==> config.mk <==
export PLATFORM = sky130hd
export DESIGN_NAME = multi_click_button_counter_flat
export DESIGN_NICKNAME = d
export VERILOG_FILES = /design/src/rtl/mcbc_pkg.sv /design/src/rtl/mcbc_if.sv /design/src/rtl/mcbc_cfg_regs.sv /design/src/rtl/mcbc_core.sv /design/src/rtl/mcbc_out_buf.sv /design/src/rtl/multi_click_button_counter.sv /design/src/flat_wrapper.sv
export SDC_FILE = /design/constraint.sdc
export NUM_CORES = 1
export LEC_CHECK = 0
export BUFFER_PORTS_ARGS = -buffer_cell sky130_fd_sc_hd__buf_4
export CORE_AREA = 2 2 184 186
export DETAILED_ROUTE_END_ITERATION = 6
export DIE_AREA = 0 0 186 188
export RECOVER_POWER = 50
export SKIP_LAST_GASP = 1
export SYNTH_ARGS = -nofsm -noshare
export SYNTH_HDL_FRONTEND = slang
export SYNTH_SLANG_ARGS = --single-unit
==> constraint.sdc <==
create_clock -name clk_i -period 6.2 [get_ports clk_i]
set_clock_uncertainty 0.15 [all_clocks]
set_input_delay 1.24 -clock clk_i [delete_from_list [all_inputs] [get_ports clk_i]]
set_output_delay 1.24 -clock clk_i [all_outputs]
set_load 0.01 [all_outputs]
==> src/rtl/mcbc_pkg.sv <==
// ----------------------------------------------------------------------------
// mcbc_pkg: shared types and constants of the multi-click button counter
// Register indexes, configuration and result words.
// ----------------------------------------------------------------------------
`timescale 1ns / 1ps
`default_nettype none

package mcbc_pkg;

  localparam int unsigned CFG_BITS     = 16;
  localparam int unsigned CFG_IDX_BITS = 8;
  localparam int unsigned TOTAL_BITS   = 8;

  localparam logic [CFG_BITS-1:0] ACTIVE_MIN_RST   = 16'd5;
  localparam logic [CFG_BITS-1:0] ACTIVE_MAX_RST   = 16'd50;
  localparam logic [CFG_BITS-1:0] INACTIVE_MIN_RST = 16'd4;
  localparam logic [CFG_BITS-1:0] INACTIVE_MAX_RST = 16'd18;

  typedef enum logic [CFG_IDX_BITS-1:0] {
    REG_ACTIVE_MIN   = 8'd0,
    REG_ACTIVE_MAX   = 8'd1,
    REG_INACTIVE_MIN = 8'd2,
    REG_INACTIVE_MAX = 8'd3
  } cfg_reg_e;

  typedef struct packed {
    logic [CFG_BITS-1:0] active_min;
    logic [CFG_BITS-1:0] active_max;
    logic [CFG_BITS-1:0] inactive_min;
    logic [CFG_BITS-1:0] inactive_max;
  } cfg_t;

  typedef struct packed {
    logic                  burst_done;
    logic [TOTAL_BITS-1:0] click_total;
  } result_t;

  typedef struct packed {
    logic main_valid;
    logic skid_valid;
  } buf_stat_t;

endpackage

`default_nettype wire

==> src/rtl/mcbc_if.sv <==
// ----------------------------------------------------------------------------
// mcbc_if: channel interfaces of the multi-click button counter
// Sample input, result output and configuration write channels.
// ----------------------------------------------------------------------------
`timescale 1ns / 1ps
`default_nettype none

interface mcbc_in_if;
  logic valid;
  logic ready;
  logic pressed;

  modport source (output valid, output pressed, input ready);
  modport sink   (input valid, input pressed, output ready);
endinterface

interface mcbc_out_if;
  logic                              valid;
  logic                              ready;
  logic                              burst_done;
  logic [mcbc_pkg::TOTAL_BITS-1:0]   click_total;

  modport source (output valid, output burst_done, output click_total, input ready);
  modport sink   (input valid, input burst_done, input click_total, output ready);
endinterface

interface mcbc_cfg_if;
  logic                              valid;
  logic                              ready;
  logic [mcbc_pkg::CFG_IDX_BITS-1:0] index;
  logic [mcbc_pkg::CFG_BITS-1:0]     data;

  modport source (output valid, output index, output data, input ready);
  modport sink   (input valid, input index, input data, output ready);
endinterface

`default_nettype wire

==> src/rtl/mcbc_cfg_regs.sv <==
// ----------------------------------------------------------------------------
// mcbc_cfg_regs: configuration registers
// Holds the press and release window limits written over the config channel.
// ----------------------------------------------------------------------------
`timescale 1ns / 1ps
`default_nettype none

module mcbc_cfg_regs (
  input  wire logic                              clk_i,
  input  wire logic                              rst_ni,
  input  wire logic                              wr_valid_i,
  input  wire logic [mcbc_pkg::CFG_IDX_BITS-1:0] wr_index_i,
  input  wire logic [mcbc_pkg::CFG_BITS-1:0]     wr_data_i,
  output      mcbc_pkg::cfg_t                    cfg_o
);

  mcbc_pkg::cfg_t cfg_q, cfg_d;

  always_comb begin
    cfg_d = cfg_q;
    if (wr_valid_i) begin
      unique case (wr_index_i)
        mcbc_pkg::REG_ACTIVE_MIN:   cfg_d.active_min   = wr_data_i;
        mcbc_pkg::REG_ACTIVE_MAX:   cfg_d.active_max   = wr_data_i;
        mcbc_pkg::REG_INACTIVE_MIN: cfg_d.inactive_min = wr_data_i;
        mcbc_pkg::REG_INACTIVE_MAX: cfg_d.inactive_max = wr_data_i;
        default: ;
      endcase
    end
  end

  always_ff @(posedge clk_i or negedge rst_ni) begin
    if (!rst_ni) begin
      cfg_q.active_min   <= mcbc_pkg::ACTIVE_MIN_RST;
      cfg_q.active_max   <= mcbc_pkg::ACTIVE_MAX_RST;
      cfg_q.inactive_min <= mcbc_pkg::INACTIVE_MIN_RST;
      cfg_q.inactive_max <= mcbc_pkg::INACTIVE_MAX_RST;
    end else begin
      cfg_q <= cfg_d;
    end
  end

  assign cfg_o = cfg_q;

endmodule

`default_nettype wire

==> src/rtl/mcbc_core.sv <==
// ----------------------------------------------------------------------------
// mcbc_core: run counters and click decision
// Updates the press/release runs and pending clicks once per accepted sample.
// ----------------------------------------------------------------------------
`timescale 1ns / 1ps
`default_nettype none

module mcbc_core #(
  parameter int unsigned RUN_BITS   = 16,
  parameter int unsigned COUNT_BITS = 8
) (
  input  wire logic              clk_i,
  input  wire logic              rst_ni,
  input  wire logic              accept_i,
  input  wire logic              pressed_i,
  input       mcbc_pkg::cfg_t    cfg_i,
  output      mcbc_pkg::result_t result_o
);

  localparam int unsigned CMP_BITS =
    (RUN_BITS > mcbc_pkg::CFG_BITS) ? RUN_BITS : mcbc_pkg::CFG_BITS;
  localparam int unsigned TOT_BITS =
    (COUNT_BITS > mcbc_pkg::TOTAL_BITS) ? COUNT_BITS : mcbc_pkg::TOTAL_BITS;
  localparam logic [TOT_BITS-1:0] TOTAL_TOP = TOT_BITS'((1 << mcbc_pkg::TOTAL_BITS) - 1);

  logic [RUN_BITS-1:0]   press_run_q, press_run_d;
  logic [RUN_BITS-1:0]   release_run_q, release_run_d;
  logic [RUN_BITS-1:0]   last_press_q, last_press_d;
  logic [COUNT_BITS-1:0] pending_q, pending_d;
  logic                  taken_q, taken_d;

  logic [COUNT_BITS-1:0] pending_c;
  logic [CMP_BITS-1:0]   lpl_x, rr_x;
  logic                  click, done;
  logic [TOT_BITS-1:0]   pend_x;
  mcbc_pkg::result_t     result_d;

  always_comb begin
    press_run_d   = press_run_q;
    release_run_d = release_run_q;
    last_press_d  = last_press_q;
    taken_d       = taken_q;
    if (pressed_i) begin
      press_run_d   = (&press_run_q) ? press_run_q : press_run_q + 1'b1;
      release_run_d = '0;
      taken_d       = 1'b0;
    end else begin
      if (press_run_q != '0) begin
        last_press_d = press_run_q;
        press_run_d  = '0;
      end
      release_run_d = (&release_run_q) ? release_run_q : release_run_q + 1'b1;
    end

    lpl_x = CMP_BITS'(last_press_d);
    rr_x  = CMP_BITS'(release_run_d);
    click = (lpl_x >= CMP_BITS'(cfg_i.active_min)) &&
            (lpl_x <= CMP_BITS'(cfg_i.active_max)) &&
            (rr_x >= CMP_BITS'(cfg_i.inactive_min)) &&
            (rr_x <= CMP_BITS'(cfg_i.inactive_max)) && !taken_d;

    pending_c = pending_q;
    if (click) begin
      pending_c = (&pending_q) ? pending_q : pending_q + 1'b1;
      taken_d   = 1'b1;
    end

    done      = (rr_x > CMP_BITS'(cfg_i.inactive_max)) && (pending_c != '0);
    pend_x    = TOT_BITS'(pending_c);
    pending_d = done ? '0 : pending_c;

    result_d.burst_done  = done;
    result_d.click_total = '0;
    if (done) begin
      result_d.click_total = (pend_x > TOTAL_TOP) ? TOTAL_TOP[mcbc_pkg::TOTAL_BITS-1:0]
                                                  : pend_x[mcbc_pkg::TOTAL_BITS-1:0];
    end
  end

  always_ff @(posedge clk_i or negedge rst_ni) begin
    if (!rst_ni) begin
      press_run_q   <= '0;
      release_run_q <= '0;
      last_press_q  <= '0;
      pending_q     <= '0;
      taken_q       <= 1'b0;
    end else if (accept_i) begin
      press_run_q   <= press_run_d;
      release_run_q <= release_run_d;
      last_press_q  <= last_press_d;
      pending_q     <= pending_d;
      taken_q       <= taken_d;
    end
  end

  assign result_o = result_d;

endmodule

`default_nettype wire

==> src/rtl/mcbc_out_buf.sv <==
// ----------------------------------------------------------------------------
// mcbc_out_buf: result register with skid stage
// Holds result words so a new sample is taken while the sink stalls.
// ----------------------------------------------------------------------------
`timescale 1ns / 1ps
`default_nettype none

module mcbc_out_buf (
  input  wire logic              clk_i,
  input  wire logic              rst_ni,
  input  wire logic              push_i,
  input       mcbc_pkg::result_t data_i,
  output      logic              ready_o,
  output      logic              valid_o,
  input  wire logic              pop_ready_i,
  output      mcbc_pkg::result_t data_o,
  output      mcbc_pkg::buf_stat_t stat_o
);

  logic              main_v_q, main_v_d;
  logic              skid_v_q, skid_v_d;
  mcbc_pkg::result_t main_q, main_d;
  mcbc_pkg::result_t skid_q, skid_d;

  always_comb begin
    main_v_d = main_v_q;
    skid_v_d = skid_v_q;
    main_d   = main_q;
    skid_d   = skid_q;
    if (main_v_q && pop_ready_i) begin
      if (skid_v_q) begin
        main_d   = skid_q;
        skid_v_d = 1'b0;
      end else if (push_i) begin
        main_d = data_i;
      end else begin
        main_v_d = 1'b0;
      end
    end else if (!main_v_q) begin
      if (push_i) begin
        main_d   = data_i;
        main_v_d = 1'b1;
      end
    end else if (push_i) begin
      skid_d   = data_i;
      skid_v_d = 1'b1;
    end
  end

  always_ff @(posedge clk_i or negedge rst_ni) begin
    if (!rst_ni) begin
      main_v_q <= 1'b0;
      skid_v_q <= 1'b0;
    end else begin
      main_v_q <= main_v_d;
      skid_v_q <= skid_v_d;
    end
  end

  always_ff @(posedge clk_i) begin
    main_q <= main_d;
    skid_q <= skid_d;
  end

  assign ready_o           = !skid_v_q;
  assign valid_o           = main_v_q;
  assign data_o            = main_q;
  assign stat_o.main_valid = main_v_q;
  assign stat_o.skid_valid = skid_v_q;

endmodule

`default_nettype wire

==> src/rtl/multi_click_button_counter.sv <==
// ----------------------------------------------------------------------------
// multi_click_button_counter: counts click bursts from per-frame button words
// Result words are formed combinationally and held in the result or skid register.
// Throughput: one word per cycle while the skid stage is free; a full skid stalls input.
// Reset: runs, last press, pending clicks cleared; limits return to 5/50/4/18.
// ----------------------------------------------------------------------------
`timescale 1ns / 1ps
`default_nettype none

module multi_click_button_counter #(
  parameter int unsigned RUN_BITS   = 16,
  parameter int unsigned COUNT_BITS = 8
) (
  input  wire logic   clk_i,
  input  wire logic   rst_ni,
  mcbc_in_if.sink     in_i,
  mcbc_out_if.source  out_o,
  mcbc_cfg_if.sink    cfg_i
);

  mcbc_pkg::cfg_t      cfg;
  mcbc_pkg::result_t   result;
  mcbc_pkg::result_t   out_word;
  mcbc_pkg::buf_stat_t buf_stat;
  logic                in_ready;
  logic                accept;

  assign cfg_i.ready = 1'b1;
  assign in_i.ready  = in_ready;
  assign accept      = in_i.valid && in_ready;

  mcbc_cfg_regs u_cfg_regs (
    .clk_i      (clk_i),
    .rst_ni     (rst_ni),
    .wr_valid_i (cfg_i.valid),
    .wr_index_i (cfg_i.index),
    .wr_data_i  (cfg_i.data),
    .cfg_o      (cfg)
  );

  mcbc_core #(
    .RUN_BITS   (RUN_BITS),
    .COUNT_BITS (COUNT_BITS)
  ) u_core (
    .clk_i     (clk_i),
    .rst_ni    (rst_ni),
    .accept_i  (accept),
    .pressed_i (in_i.pressed),
    .cfg_i     (cfg),
    .result_o  (result)
  );

  mcbc_out_buf u_out_buf (
    .clk_i       (clk_i),
    .rst_ni      (rst_ni),
    .push_i      (accept),
    .data_i      (result),
    .ready_o     (in_ready),
    .valid_o     (out_o.valid),
    .pop_ready_i (out_o.ready),
    .data_o      (out_word),
    .stat_o      (buf_stat)
  );

  assign out_o.burst_done  = out_word.burst_done;
  assign out_o.click_total = out_word.click_total;

`ifndef SYNTHESIS
  a_skid_needs_main: assert property (@(posedge clk_i) disable iff (!rst_ni)
    buf_stat.skid_valid |-> buf_stat.main_valid)
    else $error("skid stage holds a word while the result register is empty");

  a_total_zero_idle: assert property (@(posedge clk_i) disable iff (!rst_ni)
    (out_o.valid && !out_o.burst_done) |-> (out_o.click_total == '0))
    else $error("click total nonzero without a finished burst");

  a_total_nonzero_done: assert property (@(posedge clk_i) disable iff (!rst_ni)
    (out_o.valid && out_o.burst_done) |-> (out_o.click_total != '0))
    else $error("finished burst reported with zero clicks");

  a_accept_fills: assert property (@(posedge clk_i) disable iff (!rst_ni)
    accept |=> buf_stat.main_valid)
    else $error("accepted sample produced no result word");
`endif

endmodule

`default_nettype wire

==> src/flat_wrapper.sv <==
// flat-port wrapper written by rule: the top's interface ports become plain ports
module multi_click_button_counter_flat 
#(
  parameter int unsigned RUN_BITS   = 16,
  parameter int unsigned COUNT_BITS = 8
)
  (clk_i, rst_ni, in_i_valid, in_i_pressed, in_i_ready, out_o_valid, out_o_burst_done, out_o_click_total, out_o_ready, cfg_i_valid, cfg_i_index, cfg_i_data, cfg_i_ready);
  mcbc_in_if in_i_i ();
  mcbc_out_if out_o_i ();
  mcbc_cfg_if cfg_i_i ();
  input  wire logic clk_i;
  input  wire logic rst_ni;
  input wire logic [$bits(in_i_i.valid)-1:0] in_i_valid;
  input wire logic [$bits(in_i_i.pressed)-1:0] in_i_pressed;
  output wire logic [$bits(in_i_i.ready)-1:0] in_i_ready;
  output wire logic [$bits(out_o_i.valid)-1:0] out_o_valid;
  output wire logic [$bits(out_o_i.burst_done)-1:0] out_o_burst_done;
  output wire logic [$bits(out_o_i.click_total)-1:0] out_o_click_total;
  input wire logic [$bits(out_o_i.ready)-1:0] out_o_ready;
  input wire logic [$bits(cfg_i_i.valid)-1:0] cfg_i_valid;
  input wire logic [$bits(cfg_i_i.index)-1:0] cfg_i_index;
  input wire logic [$bits(cfg_i_i.data)-1:0] cfg_i_data;
  output wire logic [$bits(cfg_i_i.ready)-1:0] cfg_i_ready;
  assign in_i_i.valid = in_i_valid;
  assign in_i_i.pressed = in_i_pressed;
  assign in_i_ready = in_i_i.ready;
  assign out_o_valid = out_o_i.valid;
  assign out_o_burst_done = out_o_i.burst_done;
  assign out_o_click_total = out_o_i.click_total;
  assign out_o_i.ready = out_o_ready;
  assign cfg_i_i.valid = cfg_i_valid;
  assign cfg_i_i.index = cfg_i_index;
  assign cfg_i_i.data = cfg_i_data;
  assign cfg_i_ready = cfg_i_i.ready;
  multi_click_button_counter #(.RUN_BITS(RUN_BITS), .COUNT_BITS(COUNT_BITS)) u_core (.clk_i(clk_i), .rst_ni(rst_ni), .in_i(in_i_i), .out_o(out_o_i), .cfg_i(cfg_i_i));
endmodule
==> results.cfg, run 1 <==
[setup_path]
path_cells = and4_1 > nand4_1 > nor3_1 > and4_1 > nor2_1 > nand4_1 > xor2_1 > nor2_1 > ha_1 > a21o_1 > a211oi_1 > o21ai_0 > a2111o_1 > nand3_2 > or3_1 > mux2i_1 > o41ai_2 > a21oi_1
slowest_stage = o41ai_2
crit_type = reg2reg
worstPathArrival_ns = 5.33
worstPathMaxFanout = 8
startpoint_type = register
worstSetupEndpointType = register
max_stage_delay_ns = 0.51
critical_path_required_ns = 6.21

[place]
placed_cell_area_sq_um = 8910
numPortBuffers = 40
dp_hpwl_mm = 13.6
dp.cells = 1297
gp_congestion = 0.830

[die]
core_area_sq_um = 33100
num_io_pins = 42
initial_core_util_pct = 24.5
die_w_microns = 186
die_area_sq_um = 35000
core.rowCount = 67
die_h_microns = 188

[power_and_ir_drop]
p_leak_nw = 4.27
power_density_nw_per_um2 = 312
ir_drop_mv = 0.184
power_mw = 2.96

[sta]
finalCritPeriodShare_pct = 85.9
fmax_ghz = 0.188
period_needed_ns = 5.33
hold_viol = 0
setup_viol = 0
final_max_slew_viol_count = 65
rsz0062_at_grt = false
slew_headroom_pct = -138
worst_pin_slew_ns = 3.57
finalSetupTns_ns = 0

[logic_synthesis]
ys_seq_area_share_pct = 44.7
synthCells = 834
syn_area_sq_um = 8110
ys.flop_type = dfrtp_1
synthArstFlopShare_pct = 87.2
syn_avg_cell_area_sq_um = 9.73
synth_edf_count = 18
syn-num-nets = 932
ys_ff_latch = 141
synth.distinct_cells = 61
yosys_warnings = 0

[global_routing]
grt_pass1_vias = 6023
antenna_found_initial = 1
globalRouteOverflowTotal = 0
grt_max_degree = 65
grt_pass1_wl_mm = 31.5
grt.total_usage_pct = 11.3

[min_path]
hold_path_class = reg2reg

[final_layout]
diodes = 0
fillerInstances = 3501
areaGrowthSynthToFinish_pct = 17.0
final_area_sq_um = 9490
fin_cells = 1329
drive_gt1_share_pct = 17.5
fin_nets = 966
final_common_cell = dfrtp_1
multi_input_area_sq_um = 4070
seqCellArea_sq_um = 3630
layout_common_cells = dfrtp_1, nand2_1, inv_1
final_core_util_pct = 28.7

[outcome]
status = finished, violations left
violations = capacitance limit, slew limit

[cts]
cts.clk_slew.worst_paths_ns = 0.07
cts_buffers = 17
cts_hold_buf = 0
cts.repair.resized = 0
clk_latency_ns = 0.43
cts_tree = yes
cts_max_level = 4
numClockSinks = 141
root_buffer = clkbuf_16
cts_buffer_depth = 2
cts_setup_buffers = 0

[detailed_routing]
ant_nets = 0
viasPerCell = 4.57
drt-wirelength-per-cell_microns = 14.2
drt_iter0_markers = 367
dr.pass1.iters = 5
num_vias = 6069
drt-total-wl_mm = 18.8
route.detailed.drc = 0

[job]
drv_cap = 1
## registers in the layout (all words and copies together) (netlist names)
register,cells
u_core.u_cfg_regs.cfg_o,64
u_core.u_core.last_press_q,16
u_core.u_core.pending_q,8
u_core.u_core.press_run_q,16
u_core.u_core.release_run_q,16
u_core.u_core.taken_q,1
u_core.u_out_buf.data_o,9
u_core.u_out_buf.skid_q,9
u_core.u_out_buf.skid_v_q,1
u_core.u_out_buf.valid_o,1
## power breakdown
group | internal, mW | switching, mW | total, mW
sequential | 1.07 | 0.0951 | 1.17
combinational | 0.277 | 0.431 | 0.708
clock | 0.660 | 0.427 | 1.09
## final timing paths
| path | start | endpoint | slack [ns] | cells past startpoint |
|---|---|---|---|---|
| min reg2reg | u_core.u_core.last_press_q[7]$_DFFE_PN0P_ | u_core.u_core.last_press_q[7]$_DFFE_PN0P_ | 0.32 | 2 |
| min | u_core.u_core.last_press_q[7]$_DFFE_PN0P_ | u_core.u_core.last_press_q[7]$_DFFE_PN0P_ | 0.32 | 2 |
| max in group asynchronous | rst_ni | u_core.u_cfg_regs.cfg_o[55]$_DFFE_PN0P_ | 1.79 | 2 |
| min in group asynchronous | rst_ni | u_core.u_out_buf.skid_v_q$_DFFE_PN0P_ | 1.89 | 1 |
| max reg2reg | u_core.u_core.release_run_q[3]$_DFFE_PN0P_ | u_core.u_out_buf.data_o[8]$_DFFE_PP_ | 0.87 | 18 |
| max | u_core.u_core.release_run_q[3]$_DFFE_PN0P_ | u_core.u_out_buf.data_o[8]$_DFFE_PP_ | 0.87 | 18 |
## layer usage
layer | track usage (%) | share of wire [%] | up-vias | wire, microns
li1 | - | - | 2975 | -
met2 | 17.2 | 44 | 129 | 8350
met4 | 3.33 | 1.6 | 2 | 299
met1 | 15.9 | 50 | 2945 | 9400
met5 | 0 | 0.048 | - | 9
met3 | 2.82 | 4.0 | 18 | 745
## final cells by class
cell class                 count  area share (%)
inverter                      76            3.01
clock buffer                  20            5.15
timing repair buffer          49            3.32
tap                          448            5.91
sequential                   141            38.2
clock inverter                12            1.50
multi-input combinational    583            42.9
## cells by family after synthesis
group	share of synthesized area (%)
other	0.0462
DFF	44.7
buffers and inverters	5.18
muxes	10.6
AOI/OAI and AO/OA	10.2
and+or+nand+nor	16.3
adders and majority gates	10.5
xor gates and xnor gates	2.38
## cells in the mapped netlist (8+ instances only)
cell / number / area, sq um
dfstp_2: 8 / 210
and2_1: 8 / 50.1
nor2_1: 68 / 255
inv_1: 76 / 285
nand4_1: 14 / 87.6
o22ai_1: 9 / 56.3
xor2_1: 13 / 114
nand3_1: 22 / 110
nor2b_1: 8 / 50.1
ha_1: 68 / 851
nor3_1: 18 / 90.1
nand2_1: 103 / 387
clkbuf_1: 25 / 93.8
dfrtp_1: 115 / 2880
mux2_2: 71 / 800
xnor2_1: 9 / 78.8
or3_1: 8 / 50.1
o21ai_0: 46 / 230
a21oi_1: 38 / 190
edfxtp_1: 18 / 541
## critical path: cells and delay by family, from the launching register on
kind	cells	cell delay [ns]
xor gates and xnor gates	1	0.22
muxes	1	0.13
DFF	1	0.46
adders and majority gates	1	0.33
and+or+nand+nor	9	2.09
AOI/OAI and AO/OA	6	1.63
## per-stage QoR
stage	worst slack (ns)	hold slack (ns)
6_report	0.873	0.323
5_1_grt	0.361	0.348
4_1_cts	0.862	0.326
3_5_place_dp	0.625	0.310
3_3_place_gp	0.805	0.305
2_1_floorplan	1.02	0.290
Power figures use the tool's default switching activity.
==> inputs of run 2 (changes only) <==
--- a/config.mk
+++ b/config.mk
@@ -9,6 +9,7 @@
 export CORE_AREA = 2 2 184 186
 export DETAILED_ROUTE_END_ITERATION = 6
 export DIE_AREA = 0 0 186 188
+export PLACE_DENSITY = 0.38
 export RECOVER_POWER = 50
 export SKIP_LAST_GASP = 1
 export SYNTH_ARGS = -nofsm -noshare
==> run 2 against run 1 <==
The run still ends with capacitance limit, slew limit left. Clock-buffer cell count grew 2. Combinational power grew 5.2%. Sequential share of layout area shrank 0.21 points. Wire length grew 15%. Fmax shrank 1.1%. Global-route usage grew 1.8 points. Worst setup slack lost 0.061 ns. Register-to-register slack lost 0.06 ns. Final area grew 0.55%. Largest cell class unchanged.
==> results.cfg, run 2 (same netlist as run 1, synthesis figures left out) <==
[power_and_ir_drop]
ir_drop_mv = 0.180
power_mw = 3.03
p_leak_nw = 4.30
power_density_nw_per_um2 = 317

[cts]
cts_tree = yes
root_buffer = clkbuf_16
cts.repair.resized = 0
cts_hold_buf = 0
cts_max_level = 4
numClockSinks = 141
cts_setup_buffers = 0
cts_buffer_depth = 2
cts_buffers = 17
clk_latency_ns = 0.43
cts.clk_slew.worst_paths_ns = 0.07

[sta]
slew_headroom_pct = -177
finalCritPeriodShare_pct = 86.9
timing.final.ws_setup_ns = 0.813
setup_viol = 0
final_max_slew_viol_count = 86
worst_pin_slew_ns = 4.15
fmax_ghz = 0.186
finalSetupTns_ns = 0
period_needed_ns = 5.39
hold_viol = 0
rsz0062_at_grt = false

[detailed_routing]
ant_nets = 0
dr.pass1.iters = 5
route.detailed.drc = 0
drt-total-wl_mm = 21.6
drt_iter0_markers = 344
drt-wirelength-per-cell_microns = 16.2
viasPerCell = 4.43
num_vias = 5918

[global_routing]
grt_max_degree = 86
grt_pass1_wl_mm = 34.9
grt.total_usage_pct = 13.1
antenna_found_initial = 0
globalRouteOverflowTotal = 0
grt_pass1_vias = 5973

[outcome]
violations = capacitance limit, slew limit
status = finished, violations left

[final_layout]
final_common_cell = dfrtp_1
largest_reg_flops = 64
fin_nets = 973
areaGrowthSynthToFinish_pct = 17.6
diodes = 0
fin_cells = 1336
drive_gt1_share_pct = 17.8
layout_common_cells = dfrtp_1, nand2_1, inv_1

[die]
num_io_pins = 42
core.rowCount = 67
core_area_sq_um = 33100
die_h_microns = 188
die_area_sq_um = 35000
initial_core_util_pct = 24.5
die_w_microns = 186

[setup_path]
slowest_stage = a32oi_1
worstPathArrival_ns = 5.37
worstSetupEndpointType = register
startpoint_type = register
crit_type = reg2reg
critical_path_required_ns = 6.18
path_buf_inv = 0
path_cells = and4_1 > nand4_1 > nor3_1 > and4_1 > nor2_1 > nand2_1 > xnor2_1 > nor2_1 > ha_1 > nand4_1 > nor4_1 > a21oi_1 > a32oi_1 > or3_1 > mux2i_1 > o41ai_2 > a21oi_1
cp_top_family = simple AND/OR/NAND/NOR gates
max_stage_delay_ns = 0.66
worstPathMaxFanout = 8

[place]
dp.cells = 1304
gp_congestion = 0.751
numPortBuffers = 40
dp_hpwl_mm = 15.7
pre_cts_slack_ns = 0.701

[min_path]
hold_path_class = reg2reg

[job]
drv_cap = 1
-- run 2: cell count changes in the layout (fill, tap and decap cells not counted), moves of 2 or more --
cell | previous run | this run
clkbuf_1 | 14 | 17
inv_6 | 4 | 0
buf_4 | 35 | 40
clkinv_2 | 2 | 4
-- run 2: report_power, final --
group | leakage (nW) | switching [mW] | total, mW | internal, mW
Combinational | 2.22 | 0.462 | 0.745 | 0.283
Clock | 0.310 | 0.419 | 1.11 | 0.691
Sequential | 1.77 | 0.0996 | 1.17 | 1.07
-- run 2: through the flow --
stage	hold slack (ns)	util (%)	area, sq um
after CTS	0.326	29.0	9600
after floorplan	0.290	-	8110
after global placement	0.304	27.1	8970
after detailed placement	0.309	27.1	8970
final	0.321	28.8	9540
after global routing	0.346	28.8	9540
-- run 2: metal layers --
layer	vias up	GRT usage, %	part of all wire (%)
met5	-	0	0
met4	0	3.73	0.88
met3	13	2.43	2.6
met2	81	20.1	45
met1	2833	18.8	51
li1	2991	-	-
-- run 2: worst min-delay path: stages (launching register included) --
cell,delay (ns)
dfrtp_1,0.34
nand2_1,0.05
nand2_1,0.05
-- run 2: path summary, 6_finish.rpt --
path | slack [ns] | start | end | depth (start not counted)
min in group asynchronous | 2.27 | rst_ni | u_core.u_core.press_run_q[8]$_DFFE_PN0P_ | 1
hold reg to reg | 0.32 | u_core.u_core.last_press_q[7]$_DFFE_PN0P_ | u_core.u_core.last_press_q[7]$_DFFE_PN0P_ | 2
max in group asynchronous | 1.28 | rst_ni | u_core.u_cfg_regs.cfg_o[22]$_DFFE_PN0P_ | 1
setup / recovery | 0.81 | u_core.u_core.release_run_q[3]$_DFFE_PN0P_ | u_core.u_out_buf.data_o[8]$_DFFE_PP_ | 17
setup reg to reg | 0.81 | u_core.u_core.release_run_q[3]$_DFFE_PN0P_ | u_core.u_out_buf.data_o[8]$_DFFE_PP_ | 17
hold / removal | 0.32 | u_core.u_core.last_press_q[7]$_DFFE_PN0P_ | u_core.u_core.last_press_q[7]$_DFFE_PN0P_ | 2
-- run 2: area by class of cell --
cell class / count / area, sq um
Clock buffer: 22 / 497
Fill cell: 3501 / 23600
Clock inverter: 10 / 135
Timing Repair Buffer: 56 / 365
Multi-Input combinational cell: 583 / 4070
Inverter: 76 / 285
Tap cell: 448 / 561
Sequential cell: 141 / 3630
